==> config.mk <==
export PLATFORM = sky130hd
export DESIGN_NAME = ln1p_series_evaluator_top_flat
export DESIGN_NICKNAME = d
export VERILOG_FILES = /design/src/sv/ln1p_pkg.sv /design/src/sv/ln1p_if.sv /design/src/sv/ln1p_series_evaluator_top.sv /design/src/flat_wrapper.sv
export SDC_FILE = /design/constraint.sdc
export NUM_CORES = 1
export LEC_CHECK = 0
export BUFFER_PORTS_ARGS = -buffer_cell sky130_fd_sc_hd__buf_2
export CORE_ASPECT_RATIO = 1.2
export CORE_MARGIN = 2
export CORE_UTILIZATION = 30
export DETAILED_ROUTE_END_ITERATION = 6
export GPL_TIMING_DRIVEN = 0
export HOLD_SLACK_MARGIN = 0.05
export SLEW_MARGIN = 20
export SYNTH_ARGS = -nofsm -noshare
export SYNTH_HDL_FRONTEND = slang
export SYNTH_SLANG_ARGS = --single-unit
export TNS_END_PERCENT = 20
==> constraint.sdc <==
create_clock -name clk_i -period 12.8 [get_ports clk_i]
set_input_delay 1.92 -clock clk_i [delete_from_list [all_inputs] [get_ports clk_i]]
set_output_delay 1.92 -clock clk_i [all_outputs]
set_load 0.02 [all_outputs]
==> src/sv/ln1p_pkg.sv <==
// ----------------------------------------------------------------------------
// ln1p_pkg
// Shared widths, reset value and sequencer states of the ln(1+x) evaluator.
// ----------------------------------------------------------------------------
package ln1p_pkg;

  localparam int POINT_W       = 31;
  localparam int EPS_W         = 27;
  localparam int LOG_W         = 35;
  localparam int TERMS_W       = 13;
  localparam int FRAC_BITS     = 30;
  localparam int MAG_W         = POINT_W;
  localparam int MAX_TERMS_DEF = 4096;
  localparam logic [EPS_W-1:0] EPS_RESET = EPS_W'(1074);

  typedef enum logic [2:0] {
    ST_IDLE,
    ST_CHECK,
    ST_ITER,
    ST_UPD,
    ST_DONE
  } state_e;

endpackage

==> src/sv/ln1p_if.sv <==
// ----------------------------------------------------------------------------
// ln1p_if
// Valid/ready channels: input point word and result word.
// ----------------------------------------------------------------------------
interface ln1p_in_if
  import ln1p_pkg::*;
();
  logic                      valid;
  logic                      ready;
  logic signed [POINT_W-1:0] point;

  modport source (output valid, output point, input ready);
  modport sink   (input valid, input point, output ready);
endinterface

interface ln1p_out_if
  import ln1p_pkg::*;
();
  logic                    valid;
  logic                    ready;
  logic signed [LOG_W-1:0] log_value;
  logic [TERMS_W-1:0]      terms_used;
  logic                    hit_limit;

  modport source (output valid, output log_value, output terms_used, output hit_limit,
                  input ready);
  modport sink   (input valid, input log_value, input terms_used, input hit_limit,
                  output ready);
endinterface

==> src/sv/ln1p_series_evaluator_top.sv <==
// ----------------------------------------------------------------------------
// ln1p_series_evaluator_top
// Series evaluator of ln(1+x) with bit-serial multiply and divide.
// ----------------------------------------------------------------------------
// One word in, one word out. Each series term passes a check state, then an
// iterate state in which a shift-add multiplier (term * x) and a restoring
// divider (term / n) work through all MAG_W bits, then an update state.
// The term count is set by the eps register and capped at MAX_TERMS. A new
// point is taken once the previous result sits in the output register.
module ln1p_series_evaluator_top
  import ln1p_pkg::*;
#(
  parameter int MAX_TERMS = MAX_TERMS_DEF
) (
  input  logic             clk_i,
  input  logic             rst_ni,
  input  logic             cfg_we_i,
  input  logic [EPS_W-1:0] cfg_data_i,
  ln1p_in_if.sink          in_i,
  ln1p_out_if.source       out_o
);

  localparam int NW  = $clog2(MAX_TERMS + 1);
  localparam int BCW = $clog2(MAG_W);
  localparam int PW  = 2 * MAG_W + 1;

  state_e state_q, state_d;

  logic [EPS_W-1:0]       eps_q;
  logic [MAG_W-1:0]       xmag_q, tmag_q, div_q, mlo_q;
  logic [MAG_W:0]         mhi_q;
  logic [NW-1:0]          rem_q, n_q;
  logic                   xneg_q, tneg_q, hit_q;
  logic [BCW-1:0]         bit_q;
  logic signed [LOG_W-1:0] sum_q;

  logic                   out_valid_q;
  logic signed [LOG_W-1:0] out_log_q;
  logic [TERMS_W-1:0]     out_terms_q;
  logic                   out_hit_q;

  logic                   in_acc, out_acc;
  logic [MAG_W-1:0]       pt_mag;
  logic [NW:0]            trial, trial_sub;
  logic                   qbit;
  logic [MAG_W:0]         madd;
  logic [PW-1:0]          prod;
  logic signed [LOG_W:0]  sum_ext, sum_new;
  logic [31:0]            n_ext;
  logic                   last_bit;

  assign in_acc  = in_i.valid && in_i.ready;
  assign out_acc = out_o.valid && out_o.ready;
  assign pt_mag  = in_i.point[POINT_W-1] ? MAG_W'(~in_i.point + 1'b1) : MAG_W'(in_i.point);

  // restoring divide: one quotient bit per cycle
  assign trial     = {rem_q, div_q[MAG_W-1]};
  assign trial_sub = trial - {1'b0, n_q};
  assign qbit      = (trial >= {1'b0, n_q});

  // shift-add multiply: one multiplier bit per cycle
  assign madd = mhi_q + (mlo_q[0] ? {1'b0, tmag_q} : '0);
  assign prod = {mhi_q, mlo_q};

  assign sum_ext = LOG_W'(sum_q) + (tneg_q ? -($signed({(LOG_W-MAG_W+1)'(0), div_q}))
                                           :   $signed({(LOG_W-MAG_W+1)'(0), div_q}));
  always_comb begin
    sum_new = sum_ext;
    if (sum_ext > $signed({2'b00, {(LOG_W-1){1'b1}}})) begin
      sum_new = {2'b00, {(LOG_W-1){1'b1}}};
    end else if (sum_ext < $signed({2'b11, {(LOG_W-1){1'b0}}})) begin
      sum_new = {2'b11, {(LOG_W-1){1'b0}}};
    end
  end

  assign n_ext    = 32'(n_q);
  assign last_bit = (bit_q == BCW'(MAG_W - 1));

  always_comb begin
    state_d = state_q;
    case (state_q)
      ST_IDLE:  if (in_acc) state_d = ST_CHECK;
      ST_CHECK: begin
        if (tmag_q < MAG_W'(eps_q) || n_q >= NW'(MAX_TERMS)) state_d = ST_DONE;
        else state_d = ST_ITER;
      end
      ST_ITER:  if (last_bit) state_d = ST_UPD;
      ST_UPD:   state_d = ST_CHECK;
      ST_DONE:  if (!out_valid_q) state_d = ST_IDLE;
      default:  state_d = ST_IDLE;
    endcase
  end

  always_ff @(posedge clk_i or negedge rst_ni) begin
    if (!rst_ni) begin
      state_q     <= ST_IDLE;
      eps_q       <= EPS_RESET;
      out_valid_q <= 1'b0;
    end else begin
      state_q <= state_d;
      if (cfg_we_i) eps_q <= cfg_data_i;
      if (state_q == ST_DONE && !out_valid_q) out_valid_q <= 1'b1;
      else if (out_acc) out_valid_q <= 1'b0;
    end
  end

  always_ff @(posedge clk_i) begin
    case (state_q)
      ST_IDLE: begin
        xneg_q <= in_i.point[POINT_W-1];
        tneg_q <= in_i.point[POINT_W-1];
        xmag_q <= pt_mag;
        tmag_q <= pt_mag;
        sum_q  <= '0;
        n_q    <= '0;
        hit_q  <= 1'b0;
      end
      ST_CHECK: begin
        if (!(tmag_q < MAG_W'(eps_q))) begin
          if (n_q >= NW'(MAX_TERMS)) begin
            hit_q <= 1'b1;
          end else begin
            n_q   <= n_q + 1'b1;
            div_q <= tmag_q;
            rem_q <= '0;
            mhi_q <= '0;
            mlo_q <= xmag_q;
            bit_q <= '0;
          end
        end
      end
      ST_ITER: begin
        rem_q <= qbit ? trial_sub[NW-1:0] : trial[NW-1:0];
        div_q <= {div_q[MAG_W-2:0], qbit};
        {mhi_q, mlo_q} <= {madd, mlo_q} >> 1;
        bit_q <= bit_q + 1'b1;
      end
      ST_UPD: begin
        sum_q  <= LOG_W'(sum_new);
        tmag_q <= prod[FRAC_BITS +: MAG_W];
        tneg_q <= (tneg_q == xneg_q);
      end
      ST_DONE: begin
        if (!out_valid_q) begin
          out_log_q   <= sum_q;
          out_terms_q <= n_ext[TERMS_W-1:0];
          out_hit_q   <= hit_q;
        end
      end
      default: ;
    endcase
  end

  assign in_i.ready       = (state_q == ST_IDLE);
  assign out_o.valid      = out_valid_q;
  assign out_o.log_value  = out_log_q;
  assign out_o.terms_used = out_terms_q;
  assign out_o.hit_limit  = out_hit_q;

`ifndef SYNTHESIS
  a_hit_count: assert property (@(posedge clk_i) disable iff (!rst_ni)
    (state_q == ST_DONE && hit_q) |-> (n_q == NW'(MAX_TERMS)))
    else $error("cap flag without full term count");

  a_iter_bound: assert property (@(posedge clk_i) disable iff (!rst_ni)
    (state_q == ST_ITER) |-> (bit_q <= BCW'(MAG_W - 1)))
    else $error("bit counter past word width");

  a_accept_busy: assert property (@(posedge clk_i) disable iff (!rst_ni)
    in_acc |=> (state_q == ST_CHECK && !in_i.ready))
    else $error("accepted word did not start evaluation");

  a_divisor_nz: assert property (@(posedge clk_i) disable iff (!rst_ni)
    (state_q == ST_ITER) |-> (n_q != '0))
    else $error("divide by zero term index");
`endif

endmodule
==> src/flat_wrapper.sv <==
// flat-port wrapper written by rule: the top's interface ports become plain ports
module ln1p_series_evaluator_top_flat import ln1p_pkg::*;
#(
  parameter int MAX_TERMS = MAX_TERMS_DEF
)
  (clk_i, rst_ni, cfg_we_i, cfg_data_i, in_i_valid, in_i_point, in_i_ready, out_o_valid, out_o_log_value, out_o_terms_used, out_o_hit_limit, out_o_ready);
  ln1p_in_if in_i_i ();
  ln1p_out_if out_o_i ();
  input  logic clk_i;
  input  logic rst_ni;
  input  logic cfg_we_i;
  input  logic [EPS_W-1:0] cfg_data_i;
  input wire logic [$bits(in_i_i.valid)-1:0] in_i_valid;
  input wire logic [$bits(in_i_i.point)-1:0] in_i_point;
  output wire logic [$bits(in_i_i.ready)-1:0] in_i_ready;
  output wire logic [$bits(out_o_i.valid)-1:0] out_o_valid;
  output wire logic [$bits(out_o_i.log_value)-1:0] out_o_log_value;
  output wire logic [$bits(out_o_i.terms_used)-1:0] out_o_terms_used;
  output wire logic [$bits(out_o_i.hit_limit)-1:0] out_o_hit_limit;
  input wire logic [$bits(out_o_i.ready)-1:0] out_o_ready;
  assign in_i_i.valid = in_i_valid;
  assign in_i_i.point = in_i_point;
  assign in_i_ready = in_i_i.ready;
  assign out_o_valid = out_o_i.valid;
  assign out_o_log_value = out_o_i.log_value;
  assign out_o_terms_used = out_o_i.terms_used;
  assign out_o_hit_limit = out_o_i.hit_limit;
  assign out_o_i.ready = out_o_ready;
  ln1p_series_evaluator_top #(.MAX_TERMS(MAX_TERMS)) u_core (.clk_i(clk_i), .rst_ni(rst_ni), .cfg_we_i(cfg_we_i), .cfg_data_i(cfg_data_i), .in_i(in_i_i), .out_o(out_o_i));
endmodule
==> metrics.sh, run 1 <==
INITIAL_UTILIZATION_PCT=30.4
GRT_START_MAX_NET_PINS=54
AVGSYNTHCELLAREA_UM2=10.6
IOS=114
POSTSYNTHCELLCOUNT=1678
PORT_BUFFERS=112
FINALNETCOUNT=2015
SYNTH_ASYNC_SR_FLOP_SHARE_PCT=10.2
CRITICAL-PATH-SLOWEST-CELL='or4_1'
SEQ_AREA_FRAC_SYNTH_PCT=50.6
TIMING.CRITICAL_PATH.FANOUT_MAX=10
FINAL_WL_UM=45200
WIRE_PER_INST_UM=17.0
POST-SYNTH-TOP-AREA-CELL='edfxtp_1'
CRITPATHLAUNCHTYPE='register'
FINAL_HOLD_VIOL_COUNT=0
LAYOUTNONFILLERINSTCOUNT=2655
CTS-HTREE-LEVELS=2
DRT_ITER0_DRC=872
CLOCKBUFFERDEPTH=3
POSTROUTEANTENNANETS=0
SYNTHTOLAYOUTAREAGROWTH_PCT=16.4
POST_CTS_RESIZE_COUNT=0
SYNTH_TOP_CELLS_BY_AREA='edfxtp_1 (46%), ha_1 (7.9%), nand2_1 (6.2%)'
DR_TOTAL_VIAS=12900
SETUP_VIOLATIONS=0
CRIT_PATH_CELL_TRACE='nor4_4 > nand4b_1 > nor2_1 > nand2_1 > o31a_1 > o31ai_1 > xnor2_1 > ha_1 > clkbuf_1 > nand4_1 > or4_1 > o21ai_1 > xnor2_4 > o21bai_4 > buf_6 > o21ai_2'
ANTENNA_FOUND_INITIAL=0
GP_CONGESTION=0.896
TRITONCTS_NUM_SINKS=304
LAYOUT.CORE_UTILIZATION_PCT=35.4
CTS_HOLD_BUFFERS=0
GRT_USAGE_PCT=14.6
OUTCOME='complete, no violations'
GRT.OVERFLOW.TOTAL=0
SYNTHDISTINCTLIBCELLS=67
DRC_ERRORS=0
SYN-NUM-NETS=1856
MOST_FREQUENT_CELLS_AFTER_SYNTHESIS='nand2_1 (292), edfxtp_1 (273), ha_1 (112)'
TIMING.SETUP.TNS_NS=0
REQUIRED_NS=13.10
CRIT_PATH_END_KIND='register'
DIE_AREA_UM2=61100
MAXCAPVIOLATIONS=0
PLACE.DETAILED.INSTANCES=2593
WORST_HOLD_PATH_TYPE='register to register'
SYNTH_AREA_UM2=17700
TIGHTEST_PIN_TRANSITION_NS=0.918
POST_ROUTE_CELLS_DRIVE_ABOVE_1_SHARE_PCT=14.4
SETUP.WORST_PATH.CLASS='register to register'
GRT_PASS1_WL_UM=69700
NUM-FILL-CELLS=5831
CRITICAL_PATH.TOP_DELAY_FAMILY='simple AND/OR/NAND/NOR gates'
CLOCK-SKEW-FINAL_NS=0.0379
SYNTH_MOST_COMMON_CELL='nand2_1'
CLKTRANSATPATHREGS_NS=0.07
WORST_EP_ARRIVAL_TIME_NS=5.44
SLOWEST_DELAY_NS=0.56
NUMBER_OF_CTS_INSERTED_BUFFERS=34
MAX-SLEW-MARGIN-REL_PCT=38.8
FMAX_MHz=194
CRIT_BUF_INV=2
DIODES=0
POST-CTS-SETUP-BUFFER-COUNT=0
SYNTH_WARNINGS=0
TRITONCTS='yes'
GRT_SETUP_UNREPAIRED='false'
FP-ROW-COUNT=97
NUMBER_OF_ENABLE_FLIP_FLOP_CELLS_AFTER_SYNTHESIS=273
PERIOD_SHARE_PCT=40.2
SLEW_VIOL_FINAL=0
DP_HPWL_UM=34500
FLOORPLAN.DIE.WIDTH_UM=226
FIRSTDRTPASSITERS=5
SYNTHFLOPTYPE='edfxtp_1'
FLOORPLAN.DIE.HEIGHT_UM=270
LAYOUT_MIN_CYCLE_TIME_NS=5.15
FIRST_GLOBAL_VIAS=12900
SYNTHDOMINANTCELLAREASHARE_PCT=46.2
SYNTH_SEQ_CELLS=304
CLK_LATENCY_NS=0.56
ROUTED_VIA_DENSITY=4.85
ROOT_BUFFER='clkbuf_16'
DESIGN.CORE.AREA_UM2=58400
==> placed cells by master (no fill, tap or decap), types with 36 or more instances in the layout <==
cell / count
a21oi_1: 92
and2_1: 36
xnor2_1: 92
inv_1: 74
nand2_1: 292
edfxtp_1: 273
buf_2: 112
xor2_1: 42
ha_1: 112
o21ai_0: 90
a21o_1: 38
clkbuf_1: 58
clkbuf_16: 36
nor2_1: 104
==> state kept, by name, indices dropped and copies added, names as in the netlist <==
register and count:
u_core.eps_q 27, u_core.bit_q 5, u_core.sum_q 35, u_core.out_o.terms_used 13, u_core.mhi_q 31, u_core.out_o.log_value 35
u_core.out_o.hit_limit 1, u_core.div_q 31, u_core.n_q 13, u_core.state_q 3, u_core.xmag_q 31, u_core.tmag_q 31
u_core.rem_q 13, u_core.xneg_q 1, u_core.hit_q 1, u_core.mlo_q 31, u_core.tneg_q 1, u_core.out_o.valid 1
==> cell type report <==
class | count | area, um2 | share of cell area [%]
Buffer | 60 | 270 | 1.31
Clock buffer | 47 | 982 | 4.75
Clock inverter | 15 | 154 | 0.745
Inverter | 74 | 278 | 1.34
Multi-Input combinational cell | 1240 | 8240 | 39.9
Sequential cell | 304 | 8980 | 43.5
Tap cell | 792 | 991 | 4.80
Timing Repair Buffer | 123 | 759 | 3.68
==> cells by family after synthesis <==
kind of cell / Yosys count / share of synthesized area (%)
simple gates: 575 / 15.0
mux: 42 / 2.60
fa+ha+maj: 115 / 8.24
xor+xnor: 136 / 6.86
flops: 304 / 50.6
buf+inv: 134 / 3.09
compound gates: 372 / 13.6
==> per-layer routing <==
metal	GRT usage [%]	routed length, um	vias up
met2	25.1	21900	320
met3	1.84	2010	58
met5	0	0	-
met4	4.84	1120	0
li1	-	-	6378
met1	19.0	20100	6134
==> per-stage QoR <==
| step | cell area [um2] | setup WS [ns] | hold slack (ns) |
|---|---|---|---|
| global route | 20700 | 7.31 | 0.428 |
| detailed placement | 19500 | 7.73 | 0.407 |
| floorplan | 17700 | 6.82 | 0.400 |
| CTS | 20700 | 7.67 | 0.422 |
| global placement | 19300 | 3.55 | 0.408 |
| finish | 20700 | 7.65 | 0.424 |
==> final timing paths <==
check                                 from                     end  slack, ns  depth (start not counted)
setup / recovery           u_core.div_q[2]        u_core.sum_q[29]       7.65                         16
setup reg to reg           u_core.div_q[2]        u_core.sum_q[29]       7.65                         16
hold reg to reg               u_core.hit_q  u_core.out_o.hit_limit       0.42                          0
min in group asynchronous           rst_ni        u_core.eps_q[14]       1.44                          1
hold / removal                u_core.hit_q  u_core.out_o.hit_limit       0.42                          0
max in group asynchronous           rst_ni        u_core.eps_q[25]      10.84                          1
Power of run 1 is not shown: default switching activity piles up to over one toggle a cycle in this logic, so the estimate is an artifact.
==> run 2, diff against run 1 <==
--- a/config.mk
+++ b/config.mk
@@ -5,6 +5,7 @@
 export SDC_FILE = /design/constraint.sdc
 export NUM_CORES = 1
 export LEC_CHECK = 0
+export ABC_AREA = 1
 export BUFFER_PORTS_ARGS = -buffer_cell sky130_fd_sc_hd__buf_2
 export CORE_ASPECT_RATIO = 1.2
 export CORE_MARGIN = 2
==> constraint.sdc (replaced) <==
create_clock -name clk_i -period 4.5 [get_ports clk_i]
set_input_delay 0.675 -clock clk_i [delete_from_list [all_inputs] [get_ports clk_i]]
set_output_delay 0.675 -clock clk_i [all_outputs]
set_load 0.02 [all_outputs]
==> run 2 against run 1 <==
  * Cell area is 7.1% higher
  * Sequential share of layout area is 2.9 points lower
  * Count of clock-buffer cells in the layout is 1 lower
  * Global-route usage is 2.0 points higher
  * Fmax is 24% higher
  * Critical endpoint is now u_core.sum_q[21]
  * Highest routed layer unchanged
==> metrics.sh, run 2 <==
OUTCOME='complete, no violations'
GLOBAL_ROUTE.USAGE.MET1_PCT=20.8  # +1.8 points
FINAL_CELL_MIX='nand2_1 (616), edfxtp_1 (273), inv_1 (255)'
PORT_BUFFERS=112  # unchanged
CRITICAL-PATH-SLOWEST-CELL='clkbuf_1'
PLACED_CELL_AREA_UM2=20800  # +6.7%
WIRE_PER_INST_UM=16.7  # -2.0%
GR-USAGE-MET3_PCT=2.48  # +0.64 points
FMAX_MHz=241  # +24%
WORST_EP_ARRIVAL_TIME_NS=4.46  # -0.98 ns
SLEW_VIOL_FINAL=0  # unchanged
SYNTH_WARNINGS=0  # unchanged
SETUP_VIOLATIONS=0  # unchanged
GRT_START_MAX_NET_PINS=51  # -5.6%
WORST_HOLD_PATH_TYPE='input port to async pin'
SYNTH_ASYNC_SR_FLOP_SHARE_PCT=10.2  # unchanged
GLOBAL_ROUTE_LAYER_WITH_THE_GREATEST_USAGE='met2'
SYNTH_TOP_CELLS_BY_AREA='edfxtp_1 (43%), nand2_1 (12%), ha_1 (7.3%)'
SEQ_AREA_FRAC_SYNTH_PCT=47.0  # -3.7 points
SYNTHDISTINCTLIBCELLS=49  # -27%
CLKTRANSATPATHREGS_NS=0.06  # about the same
LAYOUT_MIN_CYCLE_TIME_NS=4.15  # -0.999 ns
CTS_HOLD_BUFFERS=0  # unchanged
FP-ROW-COUNT=101  # +4.1%
CRIT_PATH_END_KIND='register'
GRT.OVERFLOW.TOTAL=0  # unchanged
TRITONCTS='yes'
DRT_ITER0_DRC=1072  # +23%
SYNTHFLOPTYPE='edfxtp_1'
SETUP.WORST_PATH.CLASS='register to register'
DIE_AREA_UM2=65800  # +7.7%
FLOORPLAN.DIE.WIDTH_UM=234  # +3.8%
GRT_USAGE_PCT=16.6  # +2.0 points
MAX-SLEW-MARGIN-REL_PCT=41.0  # +2.2 points
MAXCAPVIOLATIONS=0  # unchanged
SLOWEST_DELAY_NS=0.47  # -0.09 ns
INITIAL_UTILIZATION_PCT=30.3  # -0.13 points
CLOCKBUFFERDEPTH=3  # unchanged
GRT_PASS1_WL_UM=83500  # +20%
TRITONCTS_NUM_SINKS=304  # unchanged
REQUIRED_NS=4.81  # -8.29 ns
NUMBER_OF_ENABLE_FLIP_FLOP_CELLS_AFTER_SYNTHESIS=273  # unchanged
FIRST_GLOBAL_VIAS=15100  # +17%
FINALNETCOUNT=2593  # +29%
DR_TOTAL_VIAS=15600  # +21%
CRIT_PATH_CELL_TRACE='clkbuf_1 > inv_1 > clkbuf_1 > a31oi_1 > xor2_1 > ha_1 > a21oi_1 > nand2_1 > a21oi_1 > nand3_2 > nand2_2 > nand2_2 > nand2_1 > nand2_4 > nand3_4 > buf_6 > nand2_2'
SYNTH_SEQ_CELLS=304  # unchanged
ROOT_BUFFER='clkbuf_16'
DRC_ERRORS=0  # unchanged
NUMBER_OF_CELLS_TRAVERSED_BY_THE_WORST_REGISTER_TO_REGISTER_PATH=17  # +1
MOST_FREQUENT_CELLS_AFTER_SYNTHESIS='nand2_1 (618), edfxtp_1 (273), inv_1 (256)'
CLOCK-SKEW-FINAL_NS=0.0119  # -0.0261 ns
CRITICAL_PATH.MOST_COMMON_CELL='nand2_2'
ROUTED_VIA_DENSITY=4.76  # -1.9%
CRIT_START='u_core.tneg_q'
FINAL_HOLD_VIOL_COUNT=0  # unchanged
POST_CTS_RESIZE_COUNT=0  # unchanged
NUMBER_OF_CTS_INSERTED_BUFFERS=37  # +8.8%
SYNTHTOLAYOUTAREAGROWTH_PCT=15.7
LAYOUT.CORE_UTILIZATION_PCT=35.0  # -0.38 points
POST-CTS-SETUP-BUFFER-COUNT=0  # unchanged
FINAL_WL_UM=54500  # +21%
FLOORPLAN.DIE.HEIGHT_UM=281  # +3.8%
SYNTH_MOST_COMMON_CELL='nand2_1'
DESIGN.CORE.AREA_UM2=63200  # +8.2%
GRT_SETUP_UNREPAIRED='false'
CRITPATHLAUNCHTYPE='register'
TIGHTEST_PIN_TRANSITION_NS=0.884  # -0.0332 ns
REG2REG_TO='u_core.sum_q[21]'
POST_ROUTE_CELLS_DRIVE_ABOVE_1_SHARE_PCT=12.3  # -2.1 points
GP_CONGESTION=0.920  # +2.7%
SYNTHDOMINANTCELLAREASHARE_PCT=42.9  # -3.3 points
SYN-NUM-NETS=2438  # +31%
FIRSTDRTPASSITERS=5  # unchanged
PERIOD_SHARE_PCT=92.1  # +52 points
POST-ROUTE-CELL-AREA_UM2=22100  # +7.1%
POSTSYNTHCELLCOUNT=2260  # +35%
POST-SYNTH-TOP-AREA-CELL='edfxtp_1'
WORST_SETUP_PATH_ENDPOINT='u_core.sum_q[21]'
R2R-START='u_core.tneg_q'
GRTUSAGEMET2_PCT=28.5  # +3.4 points
SYNTH_AREA_UM2=19100  # +7.8%
RRSETUPSLACK_NS=0.35  # -7.30 ns
AVGSYNTHCELLAREA_UM2=8.46  # -20%
CTS-HTREE-LEVELS=2  # unchanged
ANTENNA_FOUND_INITIAL=2  # +2
POSTROUTEANTENNANETS=0  # unchanged
IOS=114  # unchanged
NUM-FILL-CELLS=6596  # +13%
TIMING.CRITICAL_PATH.FANOUT_MAX=10  # unchanged
MOSTFREQUENTLAYOUTCELL='nand2_1'
DP_HPWL_UM=43300  # +26%
CLK_LATENCY_NS=0.56  # about the same
[run 2: cell types whose count changed after synthesis, sizes merged, moves of 31 or more]
| cell | previous run | this run |
|---|---|---|
| a21oi | 92 | 159 |
| mux2 | 32 | 1 |
| and2 | 36 | 2 |
| nor2 | 105 | 204 |
| xnor2 | 93 | 16 |
| nand3 | 18 | 120 |
| inv | 74 | 267 |
| nand2 | 292 | 663 |
| a21o | 39 | 4 |
[run 2: how the worst min path moves through the flow]
stage	startpoint	endpoint	slack (ns)	cells after the start
detailed placement	u_core.sum_q[19]	u_core.out_o.log_value[19]	0.47	0
floorplan	rst_ni	u_core.eps_q[0]	0.38	0
global placement	u_core.sum_q[19]	u_core.out_o.log_value[19]	0.46	0
finish	rst_ni	u_core.eps_q[25]	0.24	1
global route	rst_ni	u_core.eps_q[25]	0.28	1
CTS	rst_ni	u_core.eps_q[25]	0.24	1
[run 2: cell families after synthesis]
| group | synth area share (%) |
|---|---|
| adders and majority gates | 7.64 |
| muxes | 0.111 |
| buffers and inverters | 6.57 |
| AOI/OAI and AO/OA | 10.5 |
| DFF | 47.0 |
| xor gates and xnor gates | 3.99 |
| and+or+nand+nor | 24.2 |
[run 2: routing by layer]
layer	wire length, um	up-vias
li1	-	7868
met2	26500	369
met3	2730	96
met4	2030	0
met5	0	-
met1	23300	7237
[run 2: worst max-delay path, delay by kind of cell (launching register included)]
family          cells  cell delay [ns]
compound gates      3             0.65
xor+xnor            1             0.30
fa+ha+maj           1             0.34
buf+inv             4             1.29
flops               1             0.46
simple gates        8             0.87
[run 2: through the flow]
| step | worst slack (ns) | setup TNS, ns | std cells | hold WS [ns] |
|---|---|---|---|---|
| after detailed placement | 0.393 | 0 | 3200 | 0.467 |
| after global placement | -1.95 | -215.37 | 3196 | 0.463 |
| after global routing | 0.0367 | 0 | 3268 | 0.280 |
| after floorplan | 0.228 | 0 | 2260 | 0.379 |
| after CTS | 0.369 | 0 | 3268 | 0.237 |
| final | 0.353 | 0 | 3269 | 0.236 |
[run 2: final cells by class]
cell class | instances | area [um2] | area share (%)
sequential | 304 | 8980 | 40.6
buffer | 52 | 250 | 1.13
timing repair buffer | 116 | 656 | 2.96
multi-input combinational | 1636 | 8910 | 40.3
clock inverter | 22 | 263 | 1.19
antenna | 1 | 2.50 | 0.0113
clock buffer | 46 | 1020 | 4.62
tap | 824 | 1030 | 4.66
inverter | 268 | 1010 | 4.55
Power of run 2 is left out for the same reason.
